### config.mk
export PLATFORM = sky130hd
export DESIGN_NAME = csgl_cell
export DESIGN_NICKNAME = d
export VERILOG_FILES = /design/src/hw/rtl/csgl_pkg.sv /design/src/hw/rtl/csgl_ram.sv /design/src/hw/rtl/csgl_cell.sv
export SDC_FILE = /design/constraint.sdc
export NUM_CORES = 1
export LEC_CHECK = 0
export BUFFER_PORTS_ARGS = -buffer_cell sky130_fd_sc_hd__buf_4
export CORE_ASPECT_RATIO = 1.2
export CORE_MARGIN = 2
export CORE_UTILIZATION = 55
export DETAILED_ROUTE_END_ITERATION = 12
export PLACE_DENSITY = 0.75
export SLEW_MARGIN = 20
export SYNTH_ARGS = -nofsm -noshare
export SYNTH_HDL_FRONTEND = slang
export SYNTH_SLANG_ARGS = --single-unit
### constraint.sdc
create_clock -name clk -period 10.2 [get_ports clk]
set_input_delay 1.02 -clock clk [delete_from_list [all_inputs] [get_ports clk]]
set_output_delay 1.02 -clock clk [all_outputs]
set_load 0.03 [all_outputs]
### src/hw/rtl/csgl_pkg.sv
// shared types and constants for the segment glyph lookup block
package csgl_pkg;

  localparam int MAX_SEGMENTS = 256;
  localparam int CELLS        = 16;
  localparam int DEPTH        = MAX_SEGMENTS / CELLS;
  localparam int CELL_W       = $clog2(CELLS);
  localparam int ADDR_W       = $clog2(DEPTH);
  localparam int SLOT_W       = $clog2(MAX_SEGMENTS);
  localparam int COUNT_W      = 9;
  localparam int CODE_W       = 16;
  localparam int SEG_W        = 4 * CODE_W;
  localparam int STEP_W       = (ADDR_W > CELL_W) ? ADDR_W : CELL_W;

  localparam logic [STEP_W-1:0]  LAST_ADDR = STEP_W'(DEPTH - 1);
  localparam logic [STEP_W-1:0]  LAST_CELL = STEP_W'(CELLS - 1);
  localparam logic [COUNT_W-1:0] COUNT_MAX = COUNT_W'(MAX_SEGMENTS);
  localparam logic [COUNT_W-1:0] COUNT_RST = COUNT_W'(1);

  localparam logic ACT_LOAD   = 1'b0;
  localparam logic ACT_LOOKUP = 1'b1;

  localparam logic [1:0] STATUS_FOUND       = 2'd0;
  localparam logic [1:0] STATUS_NOT_MAPPED  = 2'd1;
  localparam logic [1:0] STATUS_UNSUPPORTED = 2'd2;

  typedef struct packed {
    logic [CODE_W-1:0] offset;
    logic [CODE_W-1:0] delta;
    logic [CODE_W-1:0] start_code;
    logic [CODE_W-1:0] end_code;
  } seg_t;

  typedef struct packed {
    logic               hit;
    seg_t               seg;
  } link_t;

  typedef struct packed {
    logic               wr_en;
    logic [CELL_W-1:0]  wr_cell;
    logic [ADDR_W-1:0]  wr_addr;
    seg_t               wr_seg;
    logic               rd_en;
    logic [ADDR_W-1:0]  rd_addr;
    logic               cmp_en;
    logic [ADDR_W-1:0]  cmp_addr;
    logic               clear;
    logic [CODE_W-1:0]  ch;
    logic [COUNT_W-1:0] live_count;
  } cell_ctrl_t;

  typedef enum logic [2:0] {
    ST_IDLE,
    ST_SWEEP,
    ST_DRAIN,
    ST_MERGE,
    ST_RESULT
  } state_t;

endpackage

### src/hw/rtl/csgl_ram.sv
// generic single-write, single-read ram with registered read data
module csgl_ram #(
  parameter int WIDTH = 64,
  parameter int DEPTH = 16
) (
  input  logic                     clk,
  input  logic                     we,
  input  logic [$clog2(DEPTH)-1:0] waddr,
  input  logic [WIDTH-1:0]         wdata,
  input  logic                     re,
  input  logic [$clog2(DEPTH)-1:0] raddr,
  output logic [WIDTH-1:0]         rdata
);

  logic [WIDTH-1:0] mem [DEPTH];

  always_ff @(posedge clk) begin
    if (we) begin
      mem[waddr] <= wdata;
    end
    if (re) begin
      rdata <= mem[raddr];
    end
  end

endmodule

### src/hw/rtl/csgl_cell.sv
// one cell of the search chain: a bank of segments, a local first-hit scan and a link stage
module csgl_cell (
  input  logic                       clk,
  input  logic                       rst,
  input  logic [csgl_pkg::CELL_W-1:0] cell_id,
  input  csgl_pkg::cell_ctrl_t       ctrl,
  input  csgl_pkg::link_t            link_in,
  output csgl_pkg::link_t            link_out
);

  logic [csgl_pkg::SEG_W-1:0]  rd_word;
  csgl_pkg::seg_t              rd_seg;
  logic                        bank_we;
  logic [csgl_pkg::SLOT_W-1:0] slot;
  logic                        slot_live;
  logic                        hit_now;
  logic                        own_hit;
  csgl_pkg::seg_t              own_seg;

  assign bank_we = ctrl.wr_en && (ctrl.wr_cell == cell_id);

  csgl_ram #(
    .WIDTH (csgl_pkg::SEG_W),
    .DEPTH (csgl_pkg::DEPTH)
  ) u_bank (
    .clk   (clk),
    .we    (bank_we),
    .waddr (ctrl.wr_addr),
    .wdata (ctrl.wr_seg),
    .re    (ctrl.rd_en),
    .raddr (ctrl.rd_addr),
    .rdata (rd_word)
  );

  assign rd_seg    = csgl_pkg::seg_t'(rd_word);
  assign slot      = {cell_id, ctrl.cmp_addr};
  assign slot_live = {1'b0, slot} < ctrl.live_count;
  // first qualifying slot of this bank sticks, addresses are scanned upward
  assign hit_now   = ctrl.cmp_en && !own_hit && slot_live && (ctrl.ch <= rd_seg.end_code);

  always_ff @(posedge clk) begin
    if (rst) begin
      own_hit <= 1'b0;
    end else if (ctrl.clear) begin
      own_hit <= 1'b0;
    end else if (hit_now) begin
      own_hit <= 1'b1;
    end
  end

  always_ff @(posedge clk) begin
    if (hit_now) begin
      own_seg <= rd_seg;
    end
  end

  // lower cells win, so a local hit overrides whatever comes from above
  always_ff @(posedge clk) begin
    if (own_hit) begin
      link_out <= '{hit: 1'b1, seg: own_seg};
    end else begin
      link_out <= link_in;
    end
  end

endmodule

==> results.json <==
{
  "ant_nets": 0,
  "drt_iter0_drc": 2507,
  "ys_seq_elements": 1218,
  "p_total_mw": 10.5,
  "hold_viol": 0,
  "cts_resized": 0,
  "power_frac_clock_pct": 41.8,
  "fillers": 5082,
  "startpoint": "ctrl[31]",
  "layout_min_cycle_time_ns": 3.98,
  "dr.pass1.iters": 5,
  "pwr-share-comb_pct": 4.9,
  "wl_per_cell_um": 30.6,
  "max-slew-margin-rel_pct": 24.4,
  "yosysSeqAreaShare_pct": 79.6,
  "place_congestion": 0.734,
  "status": "completed",
  "antenna_found_initial": 11,
  "placed_area_mm2": 0.0482,
  "syn_avg_cell_area_um2": 25.1,
  "setup_ws_ns": 6.22,
  "worstRegToRegCells": 8,
  "crit_path_end_kind": "flip-flop",
  "die_w_um": 265,
  "wirelength_um": 100000,
  "finClkSkew_ns": 0.0320,
  "r2r_setup_slack_ns": 6.58,
  "core_mm2": 0.0816,
  "placed_cells": 3051,
  "layout-drive-gt1-share_pct": 39.0,
  "htree_levels": 3,
  "fin_crit_sh_pct": 39.0,
  "grt_max_degree": 119,
  "yosysUniqueCellTypes": 35,
  "pwr-share-seq_pct": 53.4,
  "die_h_um": 318,
  "p_sw_mw": 2.13,
  "clock-sinks": 1218,
  "areaGrowthSynthToFinish_pct": 15.4,
  "crit_fanout": 118,
  "dp_hpwl_um": 50500,
  "num_vias": 20600,
  "cts_tree": "yes",
  "startpoint_type": "input pin",
  "placementRows": 115,
  "hp-class": "flip-flop to flip-flop",
  "cellPowerDensity_mw_per_mm2": 201,
  "rsz0062_at_grt": "no",
  "holdBufCountCts": 0,
  "clk_latency_ns": 0.71,
  "slew_violations": 0,
  "cts_buffers": 111,
  "leakagePower_nw": 17.0,
  "required_ns": 10.62,
  "fin_util_pct": 63.9,
  "clockBufferDepth": 3,
  "ir_drop_uv": 169,
  "synth_area_mm2": 0.0451,
  "grt_overflow": 0,
  "p_int_mw": 8.34,
  "start_util_pct": 55.3,
  "port_buffers": 244,
  "endpoint": "u_bank.rdata[5]",
  "pin_count": 245,
  "whs_ns": 0.415,
  "synthCells": 1799,
  "grt_pass1_wl_um": 147000,
  "setup_viol": 0,
  "dieArea_mm2": 0.0844,
  "maxCapViolCount": 0,
  "synth_nets": 2002,
  "root_buffer": "clkbuf_16",
  "instances_no_fill": 3267,
  "route.detailed.drc": 0,
  "r2r_start": "u_bank.rdata[5]",
  "grt_pass1_vias": 21500,
  "clk_pin_slew_ns": 0.06,
  "hold_path_depth": 0,
  "nNetsFinal": 2315,
  "finalSetupTns_ns": 0,
  "fmax_ghz": 0.252,
  "cts_setup_buffers": 0,
  "routed_via_density": 6.31,
  "switching_share_pct": 20.3,
  "post-place-ws_ns": 5.14,
  "grt_usage_pct": 24.2,
  "arrival_ns": 4.40,
  "synth_warnings": 0,
  "critPathKind": "input pin to flip-flop",
  "reg2reg_to": "own_seg[38]",
  "finalInstanceArea_mm2": 0.0521,
  "worst_pin_slew_ns": 1.13
}
flip-flops by register name, indices dropped and copies added (netlist names):
| name | count |
|---|---|
| own_seg | 64 |
| u_bank.mem | 1024 |
| own_hit | 1 |
| link_out | 65 |
| u_bank.rdata | 64 |
layout by cell type, fill, tap and decap left out, types with 6 or more instances in the layout:
master	netlist	routed
a21oi_1	12	11
buf_4	1	273
bufinv_16	0	19
clkbuf_1	34	10
clkbuf_16	0	113
clkinv_1	0	20
clkinv_2	0	27
dfxtp_1	66	65
diode_2	0	6
edfxtp_1	1152	1152
ha_1	23	23
inv_1	26	26
mux2_2	64	64
mux4_2	320	320
nand2_1	9	9
nor2_4	0	9
how the worst min path moves through the flow:
| stage | startpoint | endpoint | slack [ns] |
|---|---|---|---|
| 5_1_grt | u_bank.rdata[50] | own_seg[50] | 0.41 |
| 2_1_floorplan | u_bank.rdata[16] | own_seg[16] | 0.40 |
| 4_1_cts | u_bank.rdata[50] | own_seg[50] | 0.41 |
| 3_3_place_gp | u_bank.rdata[52] | own_seg[52] | 0.41 |
| 3_5_place_dp | u_bank.rdata[17] | own_seg[17] | 0.40 |
| 6_report | u_bank.rdata[50] | own_seg[50] | 0.41 |
power by group through the flow:
stage	Sequential [mW]	Combinational [mW]	Clock, mW
CTS	5.59	0.511	4.44
finish	5.59	0.509	4.37
detailed placement	5.70	0.506	0
global route	5.59	0.546	4.61
global placement	5.70	0.492	0
floorplan	5.72	0.260	0
synth_stat cells (all sizes together):
cell	instances	area share, %
nand2	9	0.075
mux2	64	1.6
a221oi	1	0.019
nor4b	2	0.039
dfxtp	66	2.9
nand4	3	0.042
xor2	3	0.058
nor4	2	0.028
nor2b	1	0.014
a221o	1	0.022
and3	1	0.014
nor2	11	0.091
a21o	2	0.033
edfxtp	1152	77
a211o	1	0.019
o21ai	3	0.033
nor3b	3	0.050
nand3	3	0.033
a21oi	12	0.13
nand2b	2	0.028
inv	26	0.22
or2	2	0.028
a31oi	1	0.014
mux4	320	16
nor3	3	0.033
xnor2	1	0.019
nand3b	2	0.033
ha	23	0.64
o2111ai	1	0.019
buf	44	0.84
clkbuf	34	0.28
area by class of cell:
| cell class | instances | area, µm² | area share (%) |
|---|---|---|---|
| flip-flops and latches | 1218 | 35900 | 68.9 |
| inverters | 26 | 97.6 | 0.187 |
| well taps | 1053 | 1320 | 2.53 |
| diodes | 6 | 15.0 | 0.0288 |
| clock inverters | 81 | 952 | 1.83 |
| repair buffers | 278 | 2130 | 4.09 |
| multi-input cells | 477 | 8730 | 16.8 |
| clock buffers | 128 | 2930 | 5.63 |
per-layer routing:
| metal | wire length, µm | vias to the layer above | share of wire (%) | track usage, % |
|---|---|---|---|---|
| met2 | 51600 | 1252 | 52 | 40.3 |
| met4 | 2590 | 6 | 2.6 | 8.42 |
| met3 | 8550 | 185 | 8.5 | 4.20 |
| met1 | 37300 | 10800 | 37 | 32.7 |
| li1 | - | 8334 | - | - |
| met5 | 44 | - | 0.044 | 0 |
critical path, stage by stage:
cell and delay [ns]:
buf_8 0.57, buf_12 0.74, buf_4 0.65, mux4_2 0.61, mux4_2 0.49
cells by family (layout without fill, tap and decap cells):
kind of cell | count (synthesis) | after routing | share of synthesized area, %
flip-flops | 1218 | 1218 | 79.6
other | 0 | 6 | 0
AND/OR/NAND/NOR | 44 | 44 | 0.507
XOR/XNOR | 4 | 4 | 0.0776
AO/OA/AOI/OAI | 22 | 22 | 0.294
multiplexers | 384 | 384 | 17.6
buffers and inverters | 104 | 513 | 1.34
adder cells (fa/ha/maj) | 23 | 23 | 0.638
Note: power is estimated with default switching activity, not from simulation.
